File: src/rtl/wpto_pkg.sv
`default_nettype none

package wpto_pkg;

    localparam int MAX_PATTERNS  = 1024;
    localparam int PAT_AW        = $clog2(MAX_PATTERNS);
    localparam int CNT_W         = PAT_AW + 1;
    localparam int MAX_EDGES     = 8192;
    localparam int EDGE_AW       = $clog2(MAX_EDGES);
    localparam int LINK_W        = EDGE_AW + 1;
    localparam int DEG_W         = 14;
    localparam int MAX_KEY_CHARS = 4;
    localparam int KEY_W         = 32;

    localparam logic [LINK_W-1:0] EMPTY_LINK = LINK_W'(MAX_EDGES);
    localparam logic [7:0]        WILDCARD   = 8'd95;

    typedef enum logic [1:0] {
        MD_LOAD  = 2'd0,
        MD_QUERY = 2'd1,
        MD_SORT  = 2'd2,
        MD_READ  = 2'd3
    } mode_t;

    typedef enum logic [2:0] {
        RS_OK       = 3'd0,
        RS_QFAIL    = 3'd1,
        RS_SORT_YES = 3'd2,
        RS_SORT_NO  = 3'd3,
        RS_FULL     = 3'd4,
        RS_BAD_IDX  = 3'd5
    } rstat_t;

    typedef enum logic [4:0] {
        S_CLEAR, S_IDLE, S_LOAD, S_QUERY, S_Q_REQ, S_Q_CHK, S_Q_RD, S_Q_TEST,
        S_Q_EDGE, S_SORT, S_S_IRD, S_S_IWR, S_S_POP, S_S_CUR, S_S_HEAD,
        S_S_ECHK, S_S_TGT, S_S_DEC, S_S_DONE, S_READ, S_R_WAIT, S_RESP
    } state_t;

    typedef struct packed {
        state_t op;
        logic   accept;
    } cmd_t;

    typedef struct packed {
        logic clr_last;
        logic fail;
        logic idx_bad;
        logic pat_match;
        logic j_end;
        logic scan_hit;
        logic edge_full;
        logic queue_empty;
        logic link_empty;
        logic read_bad;
    } sts_t;

    function automatic logic key_match(logic [KEY_W-1:0] pat, logic [KEY_W-1:0] key,
                                       logic [2:0] klen);
        logic [2:0] len;
        logic       ok;
        len = (klen == 3'd0) ? 3'd1 : ((klen > 3'(MAX_KEY_CHARS)) ? 3'(MAX_KEY_CHARS) : klen);
        ok  = 1'b1;
        for (int i = 0; i < MAX_KEY_CHARS; i++) begin
            if (3'(i) < len && pat[8*i +: 8] != WILDCARD && pat[8*i +: 8] != key[8*i +: 8])
                ok = 1'b0;
        end
        return ok;
    endfunction

endpackage

`default_nettype wire

File: src/rtl/wpto_ctrl.sv
`default_nettype none

module wpto_ctrl
    import wpto_pkg::*;
(
    input  wire logic       aclk,
    input  wire logic       aresetn,
    input  wire logic       s_tvalid,
    input  wire logic [1:0] s_tuser,
    input  wire logic       m_tready,
    output logic            s_tready,
    output logic            m_tvalid,
    input  wire sts_t       sts,
    output cmd_t            cmd
);

    state_t state_reg, state_next;

    always_ff @(posedge aclk) begin
        if (!aresetn) begin
            state_reg <= S_CLEAR;
        end else begin
            state_reg <= state_next;
        end
    end

    always_comb begin
        state_next = state_reg;
        unique case (state_reg)
            S_CLEAR:  if (sts.clr_last) state_next = S_IDLE;
            S_IDLE: begin
                if (s_tvalid) begin
                    unique case (mode_t'(s_tuser))
                        MD_LOAD:  state_next = S_LOAD;
                        MD_QUERY: state_next = S_QUERY;
                        MD_SORT:  state_next = S_SORT;
                        MD_READ:  state_next = S_READ;
                    endcase
                end
            end
            S_LOAD:   state_next = S_RESP;
            S_QUERY:  state_next = (sts.fail || sts.idx_bad) ? S_RESP : S_Q_REQ;
            S_Q_REQ:  state_next = S_Q_CHK;
            S_Q_CHK:  state_next = sts.pat_match ? S_Q_RD : S_RESP;
            S_Q_RD:   state_next = sts.j_end ? S_RESP : S_Q_TEST;
            S_Q_TEST: begin
                if (sts.scan_hit) state_next = sts.edge_full ? S_RESP : S_Q_EDGE;
                else              state_next = S_Q_RD;
            end
            S_Q_EDGE: state_next = S_Q_RD;
            S_SORT:   state_next = sts.fail ? S_RESP : S_S_IRD;
            S_S_IRD:  state_next = sts.j_end ? S_S_POP : S_S_IWR;
            S_S_IWR:  state_next = S_S_IRD;
            S_S_POP:  state_next = sts.queue_empty ? S_S_DONE : S_S_CUR;
            S_S_CUR:  state_next = S_S_HEAD;
            S_S_HEAD: state_next = S_S_ECHK;
            S_S_ECHK: state_next = sts.link_empty ? S_S_POP : S_S_TGT;
            S_S_TGT:  state_next = S_S_DEC;
            S_S_DEC:  state_next = S_S_ECHK;
            S_S_DONE: state_next = S_RESP;
            S_READ:   state_next = sts.read_bad ? S_RESP : S_R_WAIT;
            S_R_WAIT: state_next = S_RESP;
            S_RESP:   if (m_tready) state_next = S_IDLE;
            default:  state_next = S_IDLE;
        endcase
    end

    always_comb begin
        s_tready   = (state_reg == S_IDLE);
        m_tvalid   = (state_reg == S_RESP);
        cmd.op     = state_reg;
        cmd.accept = (state_reg == S_IDLE) && s_tvalid;
    end

endmodule

`default_nettype wire

File: config.mk
export PLATFORM = sky130hd
export DESIGN_NAME = wpto_ctrl
export DESIGN_NICKNAME = d
export VERILOG_FILES = /design/src/rtl/wpto_pkg.sv /design/src/rtl/wpto_ctrl.sv
export SDC_FILE = /design/constraint.sdc
export NUM_CORES = 1
export LEC_CHECK = 0
export BUFFER_PORTS_ARGS = -buffer_cell sky130_fd_sc_hd__clkbuf_2
export CORE_ASPECT_RATIO = 1.2
export CORE_MARGIN = 1
export CORE_UTILIZATION = 40
export DETAILED_ROUTE_END_ITERATION = 10
export GPL_TIMING_DRIVEN = 1
export HOLD_SLACK_MARGIN = 0.06
export PLACE_DENSITY_LB_ADDON = 0.15
export SLEW_MARGIN = 30
export SYNTH_ARGS = -nofsm -noshare
export SYNTH_HDL_FRONTEND = slang
export SYNTH_SLANG_ARGS = --single-unit
File: constraint.sdc
create_clock -name aclk -period 1.4 [get_ports aclk]
set_input_delay 0.28 -clock aclk [delete_from_list [all_inputs] [get_ports aclk]]
set_output_delay 0.28 -clock aclk [all_outputs]
set_load 0.03 [all_outputs]
==> results summary, run 1 <==
In this run the deepest clock path goes through 2 buffers. The standard-cell row count came out at 16. The max-cap violation count is 0. The final reports fail on negative setup slack.

In the synthesized netlist, the number of instances is approximately 100. In the final routed layout, each cell accounts on average for approximately 16 um. CTS placed an instance of clkbuf_4 at the clock tree root. met2 is the most crowded layer. The library cell used most frequently in the layout, excluding fill and tap cells, is buf_4.

TritonCTS built the clock tree. After detailed routing, the number of remaining DRC violations is 0. The logic depth of the worst register-to-register path is 5. The share of the clock period used by the worst path after layout is 1.11. The net count after synthesis came out at 117.

The initial utilization of the core area, before any placement, comes to 0.440. The via count of the first global-routing pass is 970. The flip-flop count of the largest register after layout came out at 5. Entering global routing, the biggest net connects 15 pins. The count of TritonRoute iterations in the first routing pass is 5. The count of nets left with antenna violations once routing finished came out at 0. The horizontal die dimension came out at 41.0 um.

The met2 track demand over resource in global routing is 0.432. For the final database, setup skew stands at between 0.0001 and 0.00015 ns. STA classifies the critical path startpoint as a flop. The required time of the critical path came out at between 1 and 1.5 ns. The design draws between 0.8 and 0.9 mW. The area overhead of the layout relative to synthesis is 56.8%. The met1 layer usage reported by global route is 0.403.

The number of H-tree branching levels is 1. The switching fraction of total power came out at 0.414. Once detailed placement completed, the half-perimeter wirelength came to between 1.5 and 2 mm.

Setup repair after global routing could not meet its margin everywhere. The y dimension of the die came out at roughly 50 um. The number of antenna diodes in the final layout is 0. The number of buffers added on ports is 23.

The synthesized cell area came out at about 730 um^2. For hold timing, the worst endpoint is state_reg[2]$_SDFFE_PN0P_. Sorting the synthesized cells by area gives the leading types as dfxtp_1, buf_6, o21ai_0, nor2b_1, nand2_1.

The slew at the pin closest to its max-slew limit came out at between 0.3 and 0.4 ns. Of the total power, registers draw 0.204. The netlist uses 39 different library cells. Along the worst path, the maximum fanout reaches 14.

The I/O pin count is 24. The area of the die came out at 2000 um^2. The total of endpoints with negative setup slack in the final report came out at 7. The number of failing hold endpoints at the final stage is 0. The path type of the worst min-delay path is in -> reg. The internal cell power is 0.491 mW. The number of antenna violations at the first check in global routing came out at 0. The synthesis warning total came out at 0. The total detailed-routing wirelength came out at ~2.6 mm.

The placeable core region came out at approximately 1700 um^2. The first-pass GRT wire length came out at between 4 and 5 mm. The remaining max-slew budget at the tightest pin is 0.781. The final weighted congestion of routability-driven global placement came out at 0.895. The power share of the clock group came out at 0.222. The clock transition at the registers of the reported paths is 0.05 ns. Synthesis inferred 5 register bits. The number of buffers created by CTS came out at 3. The share of layout cells above drive strength 1 is 0.541.

The achievable frequency came out at ~0.64 GHz. The average via count per standard cell is between 6 and 7. The utilization of the core after routing is 0.690. For this block, the via count after detailed routing is slightly above 1000. The cell accounting for the most synthesized area is dfxtp_1. In this run the critical register-to-register path is launched from state_reg[4]$_SDFFE_PN0P_. The area share of the largest cell type after synthesis came out at 0.137. In this run, post-CTS hold repair placed 0 buffers. The average cell area after synthesis is 7.23 um^2. Clock latency on the worst-skew pair, taken at its later pin, is around 0.25 ns. The final layout net count is between 150 and 200.

The source of the worst hold timing path is aresetn. Adding up every negative setup slack in the final design gives -0.586 ns. The power density normalized to cell area came out at approximately 730 nW/um^2.

The CTS sink count came out at 5. In this run the static leakage power is between 0.4 and 0.5 nW. STA classifies the critical path endpoint as a primary output. In this run the critical register-to-register path is captured at state_reg[0]$_SDFFE_PN0P_. The cell depth of the worst min-delay path came out at 2. The met3 demand-to-capacity share in global routing is 0.0502. The flow ran to the end, but the final reports show violations. The filler cell count is between 100 and 150.

The critical path is of the reg -> out type. The analysis attributes to net switching a power of approximately 0.35 mW. The register-to-register setup slack came out at -0.06 ns. The number of slew-limit violations in the final report is 0. The final critical-path setup slack is -0.161 ns. Data arrives at the worst endpoint at 1.28 ns. The overflow left after global routing came out at 0. The total global-route track usage is 0.293.

Leaving out fill and tap cells, the most frequent cells in the layout are buf_4, clkbuf_2, nor2_1. The violation count after the first detailed-routing iteration is 38. The clock period minus worst slack is about 1.6 ns. The sequential-to-total area share from yosys stat is 0.137. Of the total power, combinational logic draws 0.574.

VDD sags by at most around 0.00033 V.
-- power groups by stage --
stage	Clock, mW	Sequential (mW)	Combinational, mW
final	0.186	0.171	0.482
after global routing	0.193	0.173	0.515
after CTS	0.183	0.173	0.421
after detailed placement	0	0.179	0.342
after global placement	0	0.179	0.341
after floorplan	0	0.185	0.229
-- repair_timing --
| action | in CTS | in global routing |
|---|---|---|
| resized for setup | 16 | 14 |
| endpoints found under the setup margin | 6 | 9 |
| cloned | 0 | 0 |
| buffers inserted | 10 | 2 |
| pin swaps | 4 | 6 |
-- per-stage QoR --
stage / cell area [um^2] / setup WS [ns] / cells / hold WS, ns
2_1_floorplan: 766 / -0.0806 / 101 / 0.393
5_1_grt: 1150 / -0.183 / 164 / 0.298
3_3_place_gp: 928 / -0.0926 / 148 / 0.543
4_1_cts: 1090 / -0.130 / 162 / 0.284
6_report: 1150 / -0.161 / 164 / 0.287
3_5_place_dp: 928 / -0.0461 / 148 / 0.553
-- synthesized netlist by cell type --
library cell  count
o211ai_1          1
a21oi_1           6
o31a_1            1
o41ai_1           1
a31oi_1           4
buf_6             6
a311oi_1          1
nor2_2            1
or2_1             2
a221oi_1          1
nor2_1            8
and3_1            1
mux2i_1           1
and2_1            1
inv_2             2
a221oi_2          1
dfxtp_1           5
o311ai_1          1
nand2_1           9
o21ai_0           8
nor2_4            1
a41oi_2           1
a211oi_1          1
o311a_1           1
a211oi_2          1
nor2b_1           6
nand3b_1          2
o21ai_1           2
o22ai_1           2
buf_2             1
a21oi_2           1
nor4_4            1
and2b_1           2
nor3_1            6
o32ai_1           1
nand3_1           3
a32oi_1           1
nand2_2           3
nand2b_1          4
-- final cells by class --
class                   instances  area, um^2  share of cell area
clock buffers                   4        26.3              0.0229
well taps                      18        22.5              0.0197
multi-input cells              87         616               0.537
flip-flops and latches          5         119               0.104
repair buffers                 48         353               0.308
inverters                       2        10.0             0.00873
-- layer usage --
metal,wire length (um),part of all wire
met1,1050,0.41
met2,1240,0.48
met3,205,0.080
met4,78,0.030
met5,0,0
-- cell families after synthesis --
group,share of synthesized area
and+or+nand+nor,0.389
AOI/OAI and AO/OA,0.351
buffers and inverters,0.110
DFF,0.137
muxes,0.0137
-- critical path, stage by stage (launching register included) --
cell     delay [ns]
dfxtp_4        0.40
nor2_4         0.16
nand2_4        0.07
nor2_4         0.12
and2_4         0.15
buf_8          0.11
-- how the worst max path moves through the flow --
stage | startpoint | to | slack, ns
floorplan | state_reg[4]$_SDFFE_PN0P_ | cmd[0] | -0.08
global placement | state_reg[4]$_SDFFE_PN0P_ | state_reg[0]$_SDFFE_PN0P_ | -0.09
detailed placement | state_reg[4]$_SDFFE_PN0P_ | state_reg[0]$_SDFFE_PN0P_ | -0.05
CTS | state_reg[4]$_SDFFE_PN0P_ | cmd[0] | -0.13
global route | state_reg[4]$_SDFFE_PN0P_ | cmd[0] | -0.18
finish | state_reg[2]$_SDFFE_PN0P_ | cmd[0] | -0.16
(Power assumes the default switching activity.)
==> run 2: changes to the inputs <==
- clock period: 1.4 -> 1.3 ns (I/O delays scaled with it)
==> results summary, run 2 (same netlist as run 1, synthesis figures left out) <==
Result of the run: finished, violations left (unchanged). Violations in the final reports: negative setup slack (unchanged). The clock root buffer is clkbuf_4 (unchanged). The part of the total power dissipated in sequential elements is 0.189 (was 0.204).

The critical path endpoint category is a primary output (unchanged). The power density normalized to cell area is 727 nW/um^2 (was 732 nW/um^2). The average via count per standard cell came out at 6.03 (was 6.20). The I/O pin count is 24 (unchanged). The largest net degree at the start of global routing is 11 (was 15). The area occupied by multi-input gates is 699 um^2 (was 616 um^2). The number of H-tree branching levels is 1 (unchanged).

The quantity of hold-fixing buffers added after cts is 0 (unchanged). The number of buffers added on ports came out at 23 (unchanged). The launching point of the worst reg2reg path was state_reg[2]$_SDFFE_PN0P_ (was state_reg[4]$_SDFFE_PN0P_). The area of placed instances came out at 1010 um^2 (was 928 um^2).

The capture point of the worst reg-to-reg path was state_reg[3]$_SDFFE_PN0P_ (was state_reg[0]$_SDFFE_PN0P_). The combinational power share was 0.616 (was 0.574). The CTS sink count is 5 (unchanged). The total global-route track usage is 0.296 (was 0.293). The area of the die was 2000 um^2 (unchanged). The filler cell count came to 111 (was 129). The share of layout cells above drive strength 1 was 0.632 (was 0.541). The power share of the clock group is 0.195 (was 0.222). The worst supply voltage drop on vdd came out at 0.000352 V (was 0.000325 V). The number of design rule violations left after detail routing came out at 0 (unchanged). The final layout net count came out at 169 (was 163). The remaining max-slew budget at the tightest pin came out at 0.775 (was 0.781).

The final weighted congestion of routability-driven global placement came out at 0.899 (was 0.895). The clock transition at the registers of the reported paths was 0.05 ns (about the same). The initial standard-cell utilization of the core was 0.440 (unchanged). The number of failing hold endpoints at the final stage is 0 (unchanged). The post-detailed-route count of antenna-violating nets is 0 (unchanged). The via count came out at 1025 (was 1016).

The required time of the critical path came out at 1.04 ns (was 1.12 ns). The worst setup path startpoint was state_reg[4]$_SDFFE_PN0P_ (was state_reg[2]$_SDFFE_PN0P_). The launching element type of the critical path is a flop (unchanged). The clock tree buffer depth came to 2 (unchanged). The antenna cell count is 0 (unchanged). The post-route clock skew is 0.00589 ns (was 0.000133 ns). The per-cell routed wire length is 16.8 um (was 15.7 um). The register-to-register setup slack came out at -0.14 ns (was -0.06 ns). The maximum fanout along the worst path is 3 (was 14). The worst setup timing slack at the placement stage is -0.107 ns (was -0.0461 ns). The destination of the critical timing path was cmd[0] (unchanged). The leakage power came out at 0.538 nW (was 0.487 nW). The latest clock arrival within the worst-skew pair came out at 0.25 ns (about the same).

The total power is 0.953 mW (was 0.839 mW). The aggregate negative setup slack is -1.10 ns (was -0.586 ns). The CTS tree was built (unchanged). The cell area after layout was 1310 um^2 (was 1150 um^2). The final HPWL from detailed placement came out at 1.83 mm (was 1.74 mm).

The placeable core region came to 1660 um^2 (unchanged). The number of buffers created by CTS came out at 3 (unchanged). The source of the worst hold timing path is aresetn (unchanged). The number of slew-limit violations in the final report came to 0 (unchanged). The first-pass GRT wire length came out at 4.17 mm (was 4.24 mm). The y dimension of the die is 48.8 um (unchanged). The number of antenna violations at the first check in global routing came out at 0 (unchanged).

The final critical-path setup slack was -0.234 ns (was -0.161 ns). The overflow left after global routing is 0 (unchanged). The power spent charging and discharging nets is 0.389 mW (was 0.347 mW). The max-cap violation count came out at 0 (unchanged). The count of TritonRoute iterations in the first routing pass was 4 (was 5).

The total detailed-routing wirelength was 2.86 mm (was 2.58 mm). The slew at the pin closest to its max-slew limit came out at 0.335 ns (was 0.326 ns). The area overhead of the layout relative to synthesis came out at 79.5% (was 56.8%). The flip-flop count of the largest register after layout is 5 (unchanged).

The most common cell after layout, fill and taps aside is buf_4 (unchanged). The violation count after the first detailed-routing iteration came out at 23 (was 38). The path type of the worst min-delay path is in -> reg (unchanged). The achievable frequency is between 0.6 and 0.7 GHz. The logic depth of the worst register-to-register path was 6 (was 5). The switching fraction of total power came out at 0.408 (was 0.414). The standard-cell row count came out at 16 (unchanged). The area taken by flip-flops and latches came out at 119 um^2 (unchanged). Leading cell types in the layout, fill and taps excluded: buf_4, clkbuf_2, buf_6 (was buf_4, clkbuf_2, nor2_1).

The critical path class was reg -> out (unchanged). The internal cell power is 0.564 mW (was 0.491 mW). The share of the clock period used by the worst path after layout is 1.18. The critical path data arrival time is 1.27 ns (was 1.28 ns). The clock period minus worst slack came out at roughly 1.5 ns. The horizontal die dimension is 41.0 um (unchanged). The total of endpoints with negative setup slack in the final report came to 8 (was 7). RSZ-0062 raised after global routing: true (unchanged). The via count of the first global-routing pass is 977 (was 970).
## run 2: changes by cell type in the layout (fill, tap and decap cells not counted), sizes merged
cell / previous run / this run
buf: 27 / 34
clkbuf: 25 / 24
## run 2: worst max-delay path: stages (launching register included)
cell and delay [ns]:
dfxtp_4 0.34, and2b_2 0.24, nand2_4 0.06, nor2_4 0.12, and2_4 0.15, buf_8 0.11
## run 2: final cells by class
type,instances,share of cell area
multi-input cells,87,0.533
repair buffers,54,0.327
flip-flops and latches,5,0.0906
clock buffers,4,0.0200
well taps,18,0.0172
inverters,2,0.0115
## run 2: what timing repair did
action,CTS,global route
pin swaps,11,15
setup buffers,5,4
endpoints found under the setup margin,8,11
gates resized for setup,27,35
## run 2: stage by stage
step           cells  utilization  hold slack, ns
2_1_floorplan    101            -           0.373
3_3_place_gp     158        0.605           0.517
3_5_place_dp     158        0.605           0.522
4_1_cts          166        0.703           0.267
5_1_grt          170        0.789           0.297
6_report         170        0.789           0.289
## run 2: power by group through the flow
| stage | clock, mW | sequential, mW | combinational [mW] |
|---|---|---|---|
| after global placement | 0 | 0.185 | 0.407 |
| after floorplan | 0 | 0.198 | 0.246 |
| final | 0.186 | 0.180 | 0.587 |
| after CTS | 0.187 | 0.181 | 0.480 |
| after detailed placement | 0 | 0.186 | 0.410 |
| after global routing | 0.205 | 0.182 | 0.622 |
## run 2: worst min path at each step
stage / slack [ns] / endpoint / cells after the start
floorplan: 0.37 / state_reg[0]$_SDFFE_PN0P_ / 2
global route: 0.30 / state_reg[0]$_SDFFE_PN0P_ / 3
CTS: 0.27 / state_reg[0]$_SDFFE_PN0P_ / 3
finish: 0.29 / state_reg[0]$_SDFFE_PN0P_ / 3
global placement: 0.52 / state_reg[0]$_SDFFE_PN0P_ / 3
detailed placement: 0.52 / state_reg[0]$_SDFFE_PN0P_ / 3
## run 2: per-layer routing
layer  vias to the layer above  wire (um)  GRT usage
met5                         -          0          0
met3                        14        167     0.0320
met1                       477       1120      0.352
li1                        481          -          -
met2                        53       1490      0.487
met4                         0         82      0.144
